[src/rtl/core/uer_pkg.sv]
// Shared types, widths, register indexes and reset values for the echo ranger.
package uer_pkg;

  // Default width of the tick counter
  localparam int COUNT_BITS_DEF = 15;

  // Configuration register widths
  localparam int TRIG_W  = 8;
  localparam int TO_W    = 15;
  localparam int SCALE_W = 8;

  // Configuration port
  localparam int CFG_IDX_W  = 2;
  localparam int CFG_DATA_W = 15;

  localparam logic [CFG_IDX_W-1:0] REG_TRIGGER_TICKS  = 2'd0;
  localparam logic [CFG_IDX_W-1:0] REG_RISE_TIMEOUT   = 2'd1;
  localparam logic [CFG_IDX_W-1:0] REG_ECHO_TIMEOUT   = 2'd2;
  localparam logic [CFG_IDX_W-1:0] REG_SCALE_PER_TICK = 2'd3;

  // Register reset values
  localparam logic [TRIG_W-1:0]  TRIGGER_TICKS_RST  = 8'd2;
  localparam logic [TO_W-1:0]    RISE_TIMEOUT_RST   = 15'd2000;
  localparam logic [TO_W-1:0]    ECHO_TIMEOUT_RST   = 15'd19000;
  localparam logic [SCALE_W-1:0] SCALE_PER_TICK_RST = 8'd17;

  // Result widths
  localparam int DIST_W      = 23;
  localparam int IN_TDATA_W  = 8;
  localparam int OUT_TDATA_W = 32;

  typedef enum logic [1:0] {
    PH_IDLE = 2'd0,
    PH_TRIG = 2'd1,
    PH_RISE = 2'd2,
    PH_MEAS = 2'd3
  } phase_t;

  typedef enum logic [1:0] {
    ST_OK       = 2'd0,
    ST_NO_RISE  = 2'd1,
    ST_TOO_LONG = 2'd2
  } status_t;

  typedef struct packed {
    logic [TRIG_W-1:0]  trigger_ticks;
    logic [TO_W-1:0]    rise_timeout;
    logic [TO_W-1:0]    echo_timeout;
    logic [SCALE_W-1:0] scale_per_tick;
  } cfg_t;

  typedef struct packed {
    logic              trigger;
    logic              busy;
    logic              done;
    status_t           status;
    logic [DIST_W-1:0] distance;
  } res_t;

endpackage

[src/rtl/core/uer_cfg_regs.sv]
// Configuration register bank of the echo ranger.
module uer_cfg_regs (
  input  logic                           clk,
  input  logic                           rst,
  input  logic                           cfg_we,
  input  logic [uer_pkg::CFG_IDX_W-1:0]  cfg_index,
  input  logic [uer_pkg::CFG_DATA_W-1:0] cfg_wdata,
  output uer_pkg::cfg_t                  cfg
);
  import uer_pkg::*;

  // Write the addressed register, truncated to its width
  always_ff @(posedge clk) begin
    if (rst) begin
      cfg.trigger_ticks  <= TRIGGER_TICKS_RST;
      cfg.rise_timeout   <= RISE_TIMEOUT_RST;
      cfg.echo_timeout   <= ECHO_TIMEOUT_RST;
      cfg.scale_per_tick <= SCALE_PER_TICK_RST;
    end else if (cfg_we) begin
      case (cfg_index)
        REG_TRIGGER_TICKS:  cfg.trigger_ticks  <= cfg_wdata[TRIG_W-1:0];
        REG_RISE_TIMEOUT:   cfg.rise_timeout   <= cfg_wdata[TO_W-1:0];
        REG_ECHO_TIMEOUT:   cfg.echo_timeout   <= cfg_wdata[TO_W-1:0];
        REG_SCALE_PER_TICK: cfg.scale_per_tick <= cfg_wdata[SCALE_W-1:0];
        default: ;
      endcase
    end
  end

endmodule

[src/rtl/core/uer_ctrl.sv]
// Measurement state machine, tick counter and distance calculation.
module uer_ctrl #(
  parameter int COUNT_BITS = uer_pkg::COUNT_BITS_DEF
) (
  input  logic          clk,
  input  logic          rst,
  input  logic          en,
  input  logic          tick,
  input  logic          start_req,
  input  logic          echo,
  input  uer_pkg::cfg_t cfg,
  output uer_pkg::res_t res
);
  import uer_pkg::*;

  localparam int CMP_W  = (COUNT_BITS > TO_W) ? COUNT_BITS : TO_W;
  localparam int PROD_W = COUNT_BITS + SCALE_W;
  localparam int EXT_W  = (PROD_W > DIST_W) ? PROD_W : DIST_W;
  localparam logic [COUNT_BITS-1:0] CNT_MAX  = {COUNT_BITS{1'b1}};
  localparam logic [EXT_W-1:0]      DIST_MAX = EXT_W'({DIST_W{1'b1}});

  phase_t                phase;
  phase_t                phase_next;
  logic [COUNT_BITS-1:0] tick_count;
  logic [COUNT_BITS-1:0] tick_count_next;
  logic [COUNT_BITS-1:0] count_inc;
  logic                  cnt_full;
  logic                  rise_expired;
  logic                  echo_expired;
  logic                  trig_reached;
  logic [EXT_W-1:0]      prod;
  logic [DIST_W-1:0]     dist_sat;
  logic                  done;
  status_t               status;
  logic [DIST_W-1:0]     dist_out;

  // Counter compares; an all-ones counter counts as expired
  assign cnt_full     = (tick_count == CNT_MAX);
  assign count_inc    = cnt_full ? tick_count : tick_count + 1'b1;
  assign rise_expired = cnt_full || (CMP_W'(tick_count) >= CMP_W'(cfg.rise_timeout));
  assign echo_expired = cnt_full || (CMP_W'(tick_count) >= CMP_W'(cfg.echo_timeout));
  assign trig_reached = (CMP_W'(count_inc) >= CMP_W'(cfg.trigger_ticks));

  // Echo ticks times scale, saturated to the result width
  assign prod     = EXT_W'(tick_count) * EXT_W'(cfg.scale_per_tick);
  assign dist_sat = (prod > DIST_MAX) ? {DIST_W{1'b1}} : prod[DIST_W-1:0];

  // Hold phase and counter unless an item moves through
  always_ff @(posedge clk) begin
    if (rst) begin
      phase      <= PH_IDLE;
      tick_count <= '0;
    end else if (en) begin
      phase      <= phase_next;
      tick_count <= tick_count_next;
    end
  end

  // Next phase, counter and result for the current item
  always_comb begin
    phase_next      = phase;
    tick_count_next = tick_count;
    done            = 1'b0;
    status          = ST_OK;
    dist_out        = '0;
    case (phase)
      PH_IDLE: begin
        if (start_req) begin
          phase_next      = PH_TRIG;
          tick_count_next = '0;
        end
      end
      PH_TRIG: begin
        if (tick) begin
          if (trig_reached) begin
            phase_next      = PH_RISE;
            tick_count_next = '0;
          end else begin
            tick_count_next = count_inc;
          end
        end
      end
      PH_RISE: begin
        if (echo) begin
          phase_next      = PH_MEAS;
          tick_count_next = '0;
        end else if (tick) begin
          if (rise_expired) begin
            done   = 1'b1;
            status = ST_NO_RISE;
          end else begin
            tick_count_next = count_inc;
          end
        end
      end
      PH_MEAS: begin
        // A falling edge wins over the tick on the same item
        if (!echo) begin
          done     = 1'b1;
          dist_out = dist_sat;
        end else if (tick) begin
          if (echo_expired) begin
            done   = 1'b1;
            status = ST_TOO_LONG;
          end else begin
            tick_count_next = count_inc;
          end
        end
      end
      default: phase_next = PH_IDLE;
    endcase

    if (done) begin
      phase_next      = PH_IDLE;
      tick_count_next = '0;
    end

    res.trigger  = (phase_next == PH_TRIG);
    res.busy     = (phase_next != PH_IDLE);
    res.done     = done;
    res.status   = status;
    res.distance = dist_out;
  end

  a_done_idles: assert property (@(posedge clk) disable iff (rst)
    en && done |=> phase == PH_IDLE && tick_count == '0)
    else $error("measurement end did not return to idle");

  a_hold_no_item: assert property (@(posedge clk) disable iff (rst)
    !en |=> $stable(phase) && $stable(tick_count))
    else $error("state moved without an item");

  a_status_only_on_done: assert property (@(posedge clk) disable iff (rst)
    !done |-> status == ST_OK && dist_out == '0)
    else $error("status or distance reported without measurement end");

  a_idle_needs_start: assert property (@(posedge clk) disable iff (rst)
    en && phase == PH_IDLE && !start_req |=> phase == PH_IDLE)
    else $error("left idle without a start request");

endmodule

[src/rtl/core/ultrasonic_echo_ranger_core.sv]
// Ultrasonic echo ranger: input register, measurement control and result register.
// The block takes one item per clock unless the result stream stalls: each item is
// one clock's tick strobe, start request and sampled echo level, and every item
// gives exactly one result showing the trigger level, busy flag, end-of-measurement
// flag, status and distance after that item. An accepted item passes through the
// input register, then the result register; a stall on the result stream holds it
// in the input register. The sustained rate is one item per cycle when unstalled,
// as the phase and tick counter update once per item. Distance is the echo-high
// tick count times scale_per_tick, in hundredths of a centimetre, saturating at the
// 23-bit maximum. Configuration is written through a plain write port; the user
// must write it only while the block is idle, as the block does not enforce this.
module ultrasonic_echo_ranger_core #(
  parameter int COUNT_BITS = uer_pkg::COUNT_BITS_DEF
) (
  input  logic                            clk,
  input  logic                            rst,
  // Input stream
  input  logic                            s_tvalid,
  output logic                            s_tready,
  input  logic [uer_pkg::IN_TDATA_W-1:0]  s_tdata,  // [0] tick, [1] start_req, [2] echo
  // Result stream
  output logic                            m_tvalid,
  input  logic                            m_tready,
  output logic [uer_pkg::OUT_TDATA_W-1:0] m_tdata,  // [0] trigger, [1] busy_res,
                                                    // [2] done_res, [4:3] status,
                                                    // [27:5] distance_centi_cm
  // Configuration write port
  input  logic                            cfg_we,
  input  logic [uer_pkg::CFG_IDX_W-1:0]   cfg_index,
  input  logic [uer_pkg::CFG_DATA_W-1:0]  cfg_wdata
);
  import uer_pkg::*;

  cfg_t cfg;
  res_t res;
  logic in_valid;
  logic in_tick;
  logic in_start;
  logic in_echo;
  logic adv;
  res_t out_res;

  uer_cfg_regs u_cfg (
    .clk       (clk),
    .rst       (rst),
    .cfg_we    (cfg_we),
    .cfg_index (cfg_index),
    .cfg_wdata (cfg_wdata),
    .cfg       (cfg)
  );

  // Move the held item on when the result register is free or being drained
  assign adv      = in_valid && (!m_tvalid || m_tready);
  assign s_tready = !in_valid || adv;

  // Input register
  always_ff @(posedge clk) begin
    if (rst) begin
      in_valid <= 1'b0;
    end else if (s_tready) begin
      in_valid <= s_tvalid;
    end
  end

  always_ff @(posedge clk) begin
    if (s_tvalid && s_tready) begin
      in_tick  <= s_tdata[0];
      in_start <= s_tdata[1];
      in_echo  <= s_tdata[2];
    end
  end

  uer_ctrl #(
    .COUNT_BITS (COUNT_BITS)
  ) u_ctrl (
    .clk       (clk),
    .rst       (rst),
    .en        (adv),
    .tick      (in_tick),
    .start_req (in_start),
    .echo      (in_echo),
    .cfg       (cfg),
    .res       (res)
  );

  // Result register
  always_ff @(posedge clk) begin
    if (rst) begin
      m_tvalid <= 1'b0;
    end else if (adv) begin
      m_tvalid <= 1'b1;
    end else if (m_tready) begin
      m_tvalid <= 1'b0;
    end
  end

  always_ff @(posedge clk) begin
    if (adv) begin
      out_res <= res;
    end
  end

  // Pack result fields, lowest first
  assign m_tdata = {{(OUT_TDATA_W - DIST_W - 5){1'b0}}, out_res.distance,
                    out_res.status, out_res.done, out_res.busy, out_res.trigger};

  a_in_hold: assert property (@(posedge clk) disable iff (rst)
    in_valid && !adv |=> in_valid && $stable(in_tick) && $stable(in_start) &&
                         $stable(in_echo))
    else $error("held input item lost while result register stalled");

  a_result_after_adv: assert property (@(posedge clk) disable iff (rst)
    adv |=> m_tvalid)
    else $error("advanced item produced no result");

  a_no_overwrite: assert property (@(posedge clk) disable iff (rst)
    m_tvalid && !m_tready |-> !adv)
    else $error("pending result overwritten");

endmodule
[config.mk]
export PLATFORM = sky130hd
export DESIGN_NAME = ultrasonic_echo_ranger_core
export DESIGN_NICKNAME = d
export VERILOG_FILES = /design/src/rtl/core/uer_pkg.sv /design/src/rtl/core/uer_cfg_regs.sv /design/src/rtl/core/uer_ctrl.sv /design/src/rtl/core/ultrasonic_echo_ranger_core.sv
export SDC_FILE = /design/constraint.sdc
export NUM_CORES = 1
export LEC_CHECK = 0
export BUFFER_PORTS_ARGS = -buffer_cell sky130_fd_sc_hd__buf_2
export CELL_PAD_IN_SITES_DETAIL_PLACEMENT = 1
export CELL_PAD_IN_SITES_GLOBAL_PLACEMENT = 1
export CORE_ASPECT_RATIO = 1.75
export CORE_UTILIZATION = 30
export CTS_CLUSTER_DIAMETER = 200
export DETAILED_ROUTE_END_ITERATION = 16
export GPL_TIMING_DRIVEN = 0
export HOLD_SLACK_MARGIN = 0.06
export PLACE_DENSITY_LB_ADDON = 0.2
export SLEW_MARGIN = 5
export SYNTH_ARGS = -nofsm -noshare
export SYNTH_HDL_FRONTEND = slang
export SYNTH_SLANG_ARGS = --single-unit
[constraint.sdc]
create_clock -name clk -period 15.25 [get_ports clk]
set_clock_uncertainty 0.2 [all_clocks]
set_input_delay 1.525 -clock clk [delete_from_list [all_inputs] [get_ports clk]]
set_output_delay 1.525 -clock clk [all_outputs]
set_load 0.005 [all_outputs]
Word level (Yosys, flattened, before mapping)

Cells that the tools add are included.

Flip-flop bits (word level): 96
Input bits: 30
Output and inout port bits: 34
Word-level logic and storage cells: 91

Add/subtract/negate cells: 1
Multipliers: 1
$lt $le $gt $ge: 4
Equality and inequality tests: 15
Muxes and demuxes: 35
Bitwise logic cells: 1
Reduce and logical (&&, ||, !) cells: 18

Operators with widths:

| kind                                                  | number |
|---|---|
| 2-to-1 mux 15 bit                                     | 11 |
| one-hot mux 15 bit (4 select lines)                   | 1 |
| greater-or-equal comparator 15 bit                    | 2 |
| > comparator 23 bit, second input constant            | 1 |
| multiplier 15 x 8 -> 23 bit                           | 1 |
| 2-to-1 mux 23 bit                                     | 1 |
| 2-to-1 mux 2 bit                                      | 10 |
| adder 15 x 1 -> 15 bit, second input constant         | 1 |
| equality test 15 bit, second input constant           | 1 |
| greater-or-equal comparator 15 x 8 -> 1 bit           | 1 |
| inequality test 3 x 2 -> 1 bit, second input constant | 4 |
| 2-to-1 mux 1 bit                                      | 9 |
| equality test 2 bit, second input constant            | 4 |
| AND reduction 2 bit                                   | 4 |
| AND reduction 8 bit                                   | 1 |
| equality test 2 x 1 -> 1 bit, second input constant   | 3 |
| one-hot mux 2 bit (3 select lines)                    | 1 |
| zero test 2 bit                                       | 2 |
| logical OR 1 bit                                      | 4 |
| inequality test 4 x 3 -> 1 bit, second input constant | 1 |
| inequality test 4 bit, second input constant          | 1 |
| one-hot mux 2 bit (2 select lines)                    | 1 |
| nonzero test 2 bit                                    | 2 |
| inequality test 3 bit, second input constant          | 1 |
| 5 further kinds                                       | 7 |

Longest topological paths before layout

Gate-level depths: netlist of run 1.

Word-level depth: 8
Mapped depth: 19
Depth with buffers taken out: 18

By module

A second synthesis of run 1 with hierarchy kept.

Cells, all modules: 993
Area, all modules: 8979.9 µm²

By module, submodules not included:

| module                      | times used | cells each | area each (µm²) | sequential area each (µm²) |
|---|---|---|---|---|
| uer_ctrl                    | 1          | 765        | 6039.5          | 340.3 |
| uer_cfg_regs                | 1          | 182        | 1871.8          | 920.9 |
| ultrasonic_echo_ranger_core | 1          | 46         | 1068.5          | 970.9 |

Worst setup path after synthesis of run 1

No wires, ideal clock.

Path kind: flip-flop to flip-flop
Start point: register u_ctrl.tick_count[2]
End point: register out_res, in the netlist m_tdata[25] (data pin)
Library setup time: 0.266 ns
Arrival time: 4.750 ns
Required time: 14.784 ns
Path slack: 10.034 ns
Stages on the path, launching flop included: 19
Buffers on the path: 1
Clock period less this slack: 5.216 ns
Cells stage by stage: dfxtp_1 > clkbuf_1 > nand2_1 > fa_1 > fa_1 > inv_1 > fa_1 > inv_1 > fa_1 > inv_1 > ha_1 > nand3_1 > o2111a_1 > o31ai_1 > a31oi_1 > or2_2 > a31oi_1 > xnor2_1 > nor2_1

Cells in the longest elaborated chain, start to end: 3

RTL lines:

| item                            | line                              | RTL |
|---|---|---|
| start, declared                 | uer_ctrl.sv:24                    | `logic [COUNT_BITS-1:0] tick_count;` |
| start signal, assigned          | uer_ctrl.sv:55                    | `tick_count <= tick_count_next;` |
| multiplier 15 x 8 -> 23 bit (*) | uer_ctrl.sv:45                    | `assign prod = EXT_W'(tick_count) * EXT_W'(cfg.scale_per_tick);` |
| > comparator 23 bit             | uer_ctrl.sv:46                    | `assign dist_sat = (prod > DIST_MAX) ? {DIST_W{1'b1}} : prod[DIST_W-1:0];` |
| 2-to-1 mux 23 bit (*)           | uer_ctrl.sv:46                    |  |
| end signal, assigned            | ultrasonic_echo_ranger_core.sv:99 | `out_res <= res;` |
| end, declared                   | ultrasonic_echo_ranger_core.sv:41 | `res_t out_res;` |

Every way passes the cells marked *; elsewhere a longest branch is shown, timed or not.
A chain may end at the register's enable or synchronous reset.

Worst setup path in the final report of run 1

Start point: register u_ctrl.tick_count[2]
End point: register out_res, in the netlist m_tdata[27] (data pin)

Same word-level chain as after synthesis.

==> summary.txt, run 1 <==
Routing
  – DRC errors left: 0
  – 1st-pass router iterations: 4
  – Antenna-violating nets left: 0
  – Number of vias in the routed layout: 6845
  – Routed vias/inst: 4.76
  – Average wire length per cell after detail routing: 17.4 µm
  – Total Wirelength: 25000 µm
  – DRC marker count from the first detailed-route iteration: 179

Worst setup path
  – Worst R2R Path Depth: 18
  – Category of the worst setup path capture point: flop
  – Startpoint class of the critical path: flop
  – Worst endpoint data arrival time: 6150 ps
  – Most repeated library cell on the critical path: sky130_fd_sc_hd__fa_1
  – Chain of cells forming the critical path: clkbuf_1 > nand2_1 > fa_1 > fa_1 > inv_1 > fa_1 > inv_1 > fa_1 > inv_1 > ha_1 > nand3_1 > o2111a_1 > o31ai_1 > nand4_1 > a211oi_1 > o22ai_1 > xnor2_1 > nor2_1
  – Worst path required time: 15160 ps
  – Setup Crit Path Kind: reg2reg
  – Reg-to-reg setup timing slack: 9020 ps
  – Endpoint of the lowest-slack register-to-register path: m_tdata[27]
  – Critical path fanouts, max: 10
  – R2r startpoint: u_ctrl.tick_count[2]
  – Slowest Stage Delay on Critical Path: 630 ps
  – Slowest-stage cell, CP: sky130_fd_sc_hd__dfxtp_1

Layout
  – Final standard cell area without fillers: 9680 µm²
  – Number of antenna diodes: 0
  – Most used cells in the layout excluding fill and tap cells: sky130_fd_sc_hd__inv_1 (135), sky130_fd_sc_hd__nand2_1 (124), sky130_fd_sc_hd__and2_1 (106), sky130_fd_sc_hd__ha_1 (82), sky130_fd_sc_hd__fa_1 (78)
  – Post-synthesis to final-layout area growth: 11.8%
  – Number of inserted filler cells in the final layout: 3437
  – Most common cell after layout, fill and taps aside: sky130_fd_sc_hd__inv_1
  – Share of layout cells above drive strength 1: 0.0836
  – Number of standard cells in the final layout excluding fillers: 1437
  – Core utilization of the finished layout: 0.344
  – Fin nets: 1249

Clocking
  – Bufs on Longest Clock Path: 2
  – Clk_lat worst skew: 380 ps
  – Buffer cell driving the clock tree root: sky130_fd_sc_hd__clkbuf_16
  – Number of gates resized after cts: 0
  – Num CTS Buffers: 9
  – Clock-pin transition on the worst setup and hold timing paths: 70 ps
  – H-tree lvl count: 3
  – Clock sinks: 96
  – Number of hold buffers added after cts: 0
  – TritonCTS clock tree: built
  – Post-CTS repair timing setup buffer count: 0

Placement
  – Weighted congestion at the end of routability-driven global placement: 0.846
  – Total placed instance area: 9400 µm²
  – Post-place setup slack: 8960 ps
  – Number of port buffers: 53
  – Detailed placer's ending HPWL: 20800 µm
  – Placed cells: 1421

Logic synthesis
  – Number of flops mapped to enable cells by yosys: 31
  – Seq cells post-synth: 96
  – Library cells used by synthesis: 57
  – Mean cell area of the mapped netlist: 8.73 µm²
  – Most used flip-flop cell after synthesis: sky130_fd_sc_hd__dfxtp_1
  – Share of synthesized area occupied by flip-flops and latches: 0.258
  – Number of cells produced by synthesis: 992
  – Synthesized cell area: 8660 µm²
  – Proportion of synthesized flip-flops having asynchronous set or reset: 0
  – Warning count from the yosys run: 0

STA
  – Share of the clock period used by the worst path after layout: 0.409
  – Unrepaired setup endpoints after global routing: false
  – Setup-failing EPs final: 0
  – Final hold vios: 0
  – Relative max-transition margin: 0.362
  – Min Clock Period, post-route: 6230 ps
  – Worst-case hold slack: 260 ps
  – Sum of negative setup slack: 0 ps
  – Highest clock frequency the design can meet: 160 MHz
  – Slew at the pin with the worst max-slew slack: 950 ps
  – Pins Over Slew Limit: 0
  – Final setup slack of the worst path: 9020 ps

Global routing
  – Pin count of the biggest net entering global routing: 35
  – Initial antenna violation count: 0
  – Global-route congestion overflow total: 0
  – Number of global-route vias before repair: 7506
  – All-Layer GR Usage: 0.183
  – First-pass GRT wire length: 39500 µm

Floorplan
  – Die H: 227 µm
  – Initial cell density of the core: 0.307
  – Ports placed on the boundary: 64
  – Number of placement rows: 81
  – Core footprint: 28200 µm²
  – Width of the die: 130 µm
  – Full die area: 29600 µm²

Hold path
  – Classification of the worst-slack hold path: reg2reg
  – Startpoint of the tightest hold check path: u_cfg.cfg[24]
  – WHS Path Cells: 2
  – Min-Delay Endpoint: u_cfg.cfg[24]

Outcome
  – Result of the run: completed

Pwr
  – Power density over the cells: 57.5 nW/µm²
  – Post-route total power: 557 µW
  – Worst IR Drop VDD: 0.0530 mV
  – Static Leak: 4.49 nW

Job
  – # Max-Cap Violations: 0
-- sequential cells by signal (all words and copies together), names as in the netlist --
signal	flops
in_echo	1
in_start	1
in_tick	1
in_valid	1
m_tdata	28
m_tvalid	1
u_cfg.cfg	46
u_ctrl.phase	2
u_ctrl.tick_count	15
-- worst max-delay path by stage --
stage / start / to / slack [ps]
4_1_cts: u_ctrl.tick_count[2] / m_tdata[27] / 8920
5_1_grt: u_ctrl.tick_count[2] / m_tdata[27] / 8690
3_3_place_gp: u_ctrl.tick_count[2] / m_tdata[27] / 8880
2_1_floorplan: u_ctrl.tick_count[2] / m_tdata[25] / 10030
6_report: u_ctrl.tick_count[2] / m_tdata[27] / 9020
3_5_place_dp: u_ctrl.tick_count[2] / m_tdata[27] / 8960
-- kinds of logic (layout without fill, tap and decap cells) --
kind of cell / Yosys count / count (layout) / share of synthesized area
other: 1 / 4 / 0.000433
xor gates and xnor gates: 28 / 28 / 0.0283
muxes: 4 / 4 / 0.00462
and+or+nand+nor: 370 / 370 / 0.218
buffers and inverters: 185 / 254 / 0.0838
adders and majority gates: 160 / 160 / 0.299
AOI/OAI and AO/OA: 148 / 148 / 0.108
DFF: 96 / 96 / 0.258
-- area by class of cell --
cell class / count / area, µm² / area share
Clock buffer: 14 / 265 / 0.0274
Timing Repair Buffer: 53 / 265 / 0.0274
Tap cell: 373 / 467 / 0.0482
Sequential cell: 96 / 2230 / 0.231
Multi-Input combinational cell: 714 / 5710 / 0.590
Inverter: 135 / 507 / 0.0523
Buffer: 50 / 220 / 0.0227
Clock inverter: 2 / 13.8 / 0.00142
-- worst max-delay path: cells and delay by family, from the launching register on --
family          cells  cell delay (ps)
xor+xnor            1              170
fa+ha+maj           5             2470
flops               1              630
buf+inv             4              590
compound gates      4             1320
simple gates        4              560
-- cell usage after synthesis, types with 4 or more instances --
library cell,number,area share
sky130_fd_sc_hd__o21a_1,4,0.0035
sky130_fd_sc_hd__o21ai_0,14,0.0081
sky130_fd_sc_hd__buf_4,4,0.0035
sky130_fd_sc_hd__nor3_1,10,0.0058
sky130_fd_sc_hd__fa_1,78,0.18
sky130_fd_sc_hd__or2_2,5,0.0036
sky130_fd_sc_hd__a21oi_1,64,0.037
sky130_fd_sc_hd__mux2i_1,4,0.0046
sky130_fd_sc_hd__inv_1,135,0.059
sky130_fd_sc_hd__and3_1,9,0.0065
sky130_fd_sc_hd__xor2_1,11,0.011
sky130_fd_sc_hd__clkbuf_1,41,0.018
sky130_fd_sc_hd__xnor2_1,17,0.017
sky130_fd_sc_hd__nor2_1,54,0.023
sky130_fd_sc_hd__a31oi_1,6,0.0043
sky130_fd_sc_hd__ha_1,82,0.12
sky130_fd_sc_hd__nand3b_1,6,0.0052
sky130_fd_sc_hd__nand4_1,11,0.0079
sky130_fd_sc_hd__nand3_1,16,0.0092
sky130_fd_sc_hd__nand2_1,124,0.054
sky130_fd_sc_hd__nor4_1,4,0.0029
sky130_fd_sc_hd__o211ai_1,16,0.014
sky130_fd_sc_hd__and2_1,106,0.077
sky130_fd_sc_hd__a21o_1,13,0.011
sky130_fd_sc_hd__edfxtp_1,31,0.11
sky130_fd_sc_hd__nor2b_1,10,0.0072
sky130_fd_sc_hd__a211oi_1,7,0.0061
sky130_fd_sc_hd__dfxtp_1,65,0.15
-- routing by layer --
| layer | track usage | share of wire |
|---|---|---|
| met1 | 0.172 | 0.36 |
| met2 | 0.366 | 0.58 |
| met3 | 0.0156 | 0.013 |
| met4 | 0.116 | 0.050 |
| met5 | 0 | 0 |
-- power by group --
group	switching, mW	internal, mW	total, mW	leakage [nW]
registers	0.00456	0.272	0.277	0.818
logic	0.0307	0.0155	0.0462	3.54
clock network	0.113	0.121	0.234	0.136
Power figures use the tool's default switching activity.
==> run 2, diff against run 1 <==
Clock period 15.25 ns to 5.03 ns, I/O delays scaled along.
==> run 2 against run 1 <==
  * Utilization rose by 3.4 points
  * Die area did not move
  * Fmax rose by 25%
  * Highest routed layer unchanged
  * Largest cell class unchanged
  * Sequential share of layout area fell by 1.5 points
  * Wire length rose by 3.6%
  * Non-clock buffer count rose by 42
  * Cell count rose by 2.9%
  * Sequential power rose to 3.0 times the previous value
  * Flip-flop and latch count did not move
  * Global-route usage rose by 0.74 points
==> summary.txt, run 2 (synthesis results as in run 1) <==
Outcome
  – Result of the run: completed

Routing
  – Number of vias in the routed layout: 7089
  – Top routing layer in use: met4
  – Antenna-violating nets left: 0
  – Routed vias/inst: 4.80
  – DRC marker count from the first detailed-route iteration: 157
  – Met3 wire len: 305 µm
  – Average wire length per cell after detail routing: 17.5 µm
  – DRC errors left: 0
  – 1st-pass router iterations: 4
  – Total Wirelength: 25900 µm
  – Met1 wire length: 9160 µm
  – Met2 wire length: 15200 µm

Hold path
  – Min-Delay Endpoint: in_tick
  – Startpoint of the tightest hold check path: s_tdata[0]
  – WHS Path Cells: 1
  – Classification of the worst-slack hold path: in2reg

Clocking
  – Clock-pin transition on the worst setup and hold timing paths: 70 ps
  – Num CTS Buffers: 9
  – TritonCTS clock tree: built
  – Bufs on Longest Clock Path: 2
  – Clk_lat worst skew: 380 ps
  – Buffer cell driving the clock tree root: sky130_fd_sc_hd__clkbuf_16
  – H-tree lvl count: 3
  – Number of hold buffers added after cts: 0
  – Clock sinks: 96

Global routing
  – Initial antenna violation count: 0
  – Number of global-route vias before repair: 7709
  – Pin count of the biggest net entering global routing: 35
  – Global-route congestion overflow total: 0
  – First-pass GRT wire length: 41500 µm
  – All-Layer GR Usage: 0.191

Pwr
  – Static Leak: 4.89 nW
  – Power density over the cells: 163 nW/µm²
  – Worst IR Drop VDD: 0.171 mV

Layout
  – Fin nets: 1291
  – Post-synthesis to final-layout area growth: 23.0%
  – Share of layout cells above drive strength 1: 0.196
  – Sequential cell area: 2290 µm²
  – Most common cell after layout, fill and taps aside: sky130_fd_sc_hd__inv_1
  – Biggest register: u_cfg.cfg
  – Number of antenna diodes: 0
  – Core utilization of the finished layout: 0.378
  – Number of inserted filler cells in the final layout: 3358
  – Most used cells in the layout excluding fill and tap cells: sky130_fd_sc_hd__inv_1 (133), sky130_fd_sc_hd__nand2_1 (119), sky130_fd_sc_hd__and2_1 (100), sky130_fd_sc_hd__fa_1 (74), sky130_fd_sc_hd__ha_1 (72)
  – Max reg flops: 46
  – Multi-input gate area: 6030 µm²
  – Number of standard cells in the final layout excluding fillers: 1478

STA
  – Relative max-transition margin: 0.367
  – Unrepaired setup endpoints after global routing: true
  – Share of the clock period used by the worst path after layout: 0.989
  – Final setup slack of the worst path: 56.9 ps
  – Highest clock frequency the design can meet: 201 MHz
  – Slew at the pin with the worst max-slew slack: 944 ps
  – Final hold vios: 0
  – Setup-failing EPs final: 0
  – Min Clock Period, post-route: 4970 ps
  – Worst-case hold slack: 113 ps
  – Pins Over Slew Limit: 0

Job
  – # Max-Cap Violations: 0

Worst setup path
  – Worst path required time: 4940 ps
  – Category of the worst setup path capture point: flop
  – R2r startpoint: u_cfg.cfg[7]
  – Startpoint class of the critical path: flop
  – Reg-to-reg setup timing slack: 60 ps
  – Critical path fanouts, max: 5
  – Setup Crit Path Kind: reg2reg
  – Worst R2R Path Depth: 18
  – Worst endpoint data arrival time: 4880 ps
  – Endpoint of the lowest-slack register-to-register path: m_tdata[27]

Floorplan
  – Full die area: 29600 µm²
  – Core footprint: 28200 µm²
  – Width of the die: 130 µm
  – Die H: 227 µm
  – Initial cell density of the core: 0.307
  – Ports placed on the boundary: 64
  – Number of placement rows: 81

Placement
  – Post-place setup slack: -851 ps
  – Placed cells: 1421
  – Weighted congestion at the end of routability-driven global placement: 0.876
  – Number of port buffers: 53
  – Detailed placer's ending HPWL: 20700 µm
run 2: changes by cell type in the layout (fill, tap and decap cells not counted), sizes merged:
cell	change
buf	+50
clkbuf	-8
clkinv	-1
run 2: how the worst max path moves through the flow:
stage / end / slack, ps / from / cells past startpoint
after floorplan: m_tdata[26] / 10 / u_ctrl.tick_count[5] / 17
after global placement: m_tdata[27] / -850 / u_cfg.cfg[7] / 18
after detailed placement: m_tdata[27] / -850 / u_cfg.cfg[7] / 18
after CTS: m_tdata[27] / 3 / u_cfg.cfg[7] / 18
after global routing: m_tdata[27] / -120 / u_cfg.cfg[7] / 18
final: m_tdata[27] / 60 / u_cfg.cfg[7] / 18
run 2: power breakdown:
part | switching [mW] | internal, mW
Combinational | 0.0975 | 0.0603
Clock | 0.341 | 0.406
Sequential | 0.0129 | 0.818
run 2: area by class of cell:
type	count	area share
timing repair buffer	98	0.0578
buffer	47	0.0400
inverter	135	0.0476
multi-input combinational	714	0.567
tap	373	0.0438
clock inverter	1	0.000823
clock buffer	14	0.0277
sequential	96	0.216
run 2: what timing repair did:
item	in CTS	in global routing
resized for setup	109	41
setup buffers	24	21
pin swaps	20	30
endpoints found under the setup margin	28	21
run 2: per-layer routing:
layer	vias up	global-route usage
met2	75	0.383
met1	3535	0.183
li1	3438	-
met4	0	0.105
met3	41	0.0184
met5	-	0
run 2: critical path: stages (launching register included):
cell and delay (ps):
sky130_fd_sc_hd__dfxtp_4 390, sky130_fd_sc_hd__clkbuf_16 150, sky130_fd_sc_hd__nand2_4 50, sky130_fd_sc_hd__fa_1 480
sky130_fd_sc_hd__fa_1 520, sky130_fd_sc_hd__inv_1 50, sky130_fd_sc_hd__fa_1 480, sky130_fd_sc_hd__inv_1 50
sky130_fd_sc_hd__fa_1 490, sky130_fd_sc_hd__inv_2 50, sky130_fd_sc_hd__ha_4 290, sky130_fd_sc_hd__nand3_4 70
sky130_fd_sc_hd__o2111a_2 310, sky130_fd_sc_hd__o31ai_4 270, sky130_fd_sc_hd__nand4_1 210, sky130_fd_sc_hd__a211oi_2 280
sky130_fd_sc_hd__o22ai_1 130, sky130_fd_sc_hd__xnor2_1 180, sky130_fd_sc_hd__nor2_1 60
run 2: through the flow:
| step | setup TNS, ps | power [mW] | instance area [µm²] |
|---|---|---|---|
| 2_1_floorplan | 0 | 0.933 | 8700 |
| 3_3_place_gp | -9800 | 0.999 | 9430 |
| 3_5_place_dp | -10510 | 1.00 | 9430 |
| 4_1_cts | 0 | 1.77 | 10400 |
| 5_1_grt | -201 | 1.80 | 10600 |
| 6_report | 0 | 1.74 | 10600 |
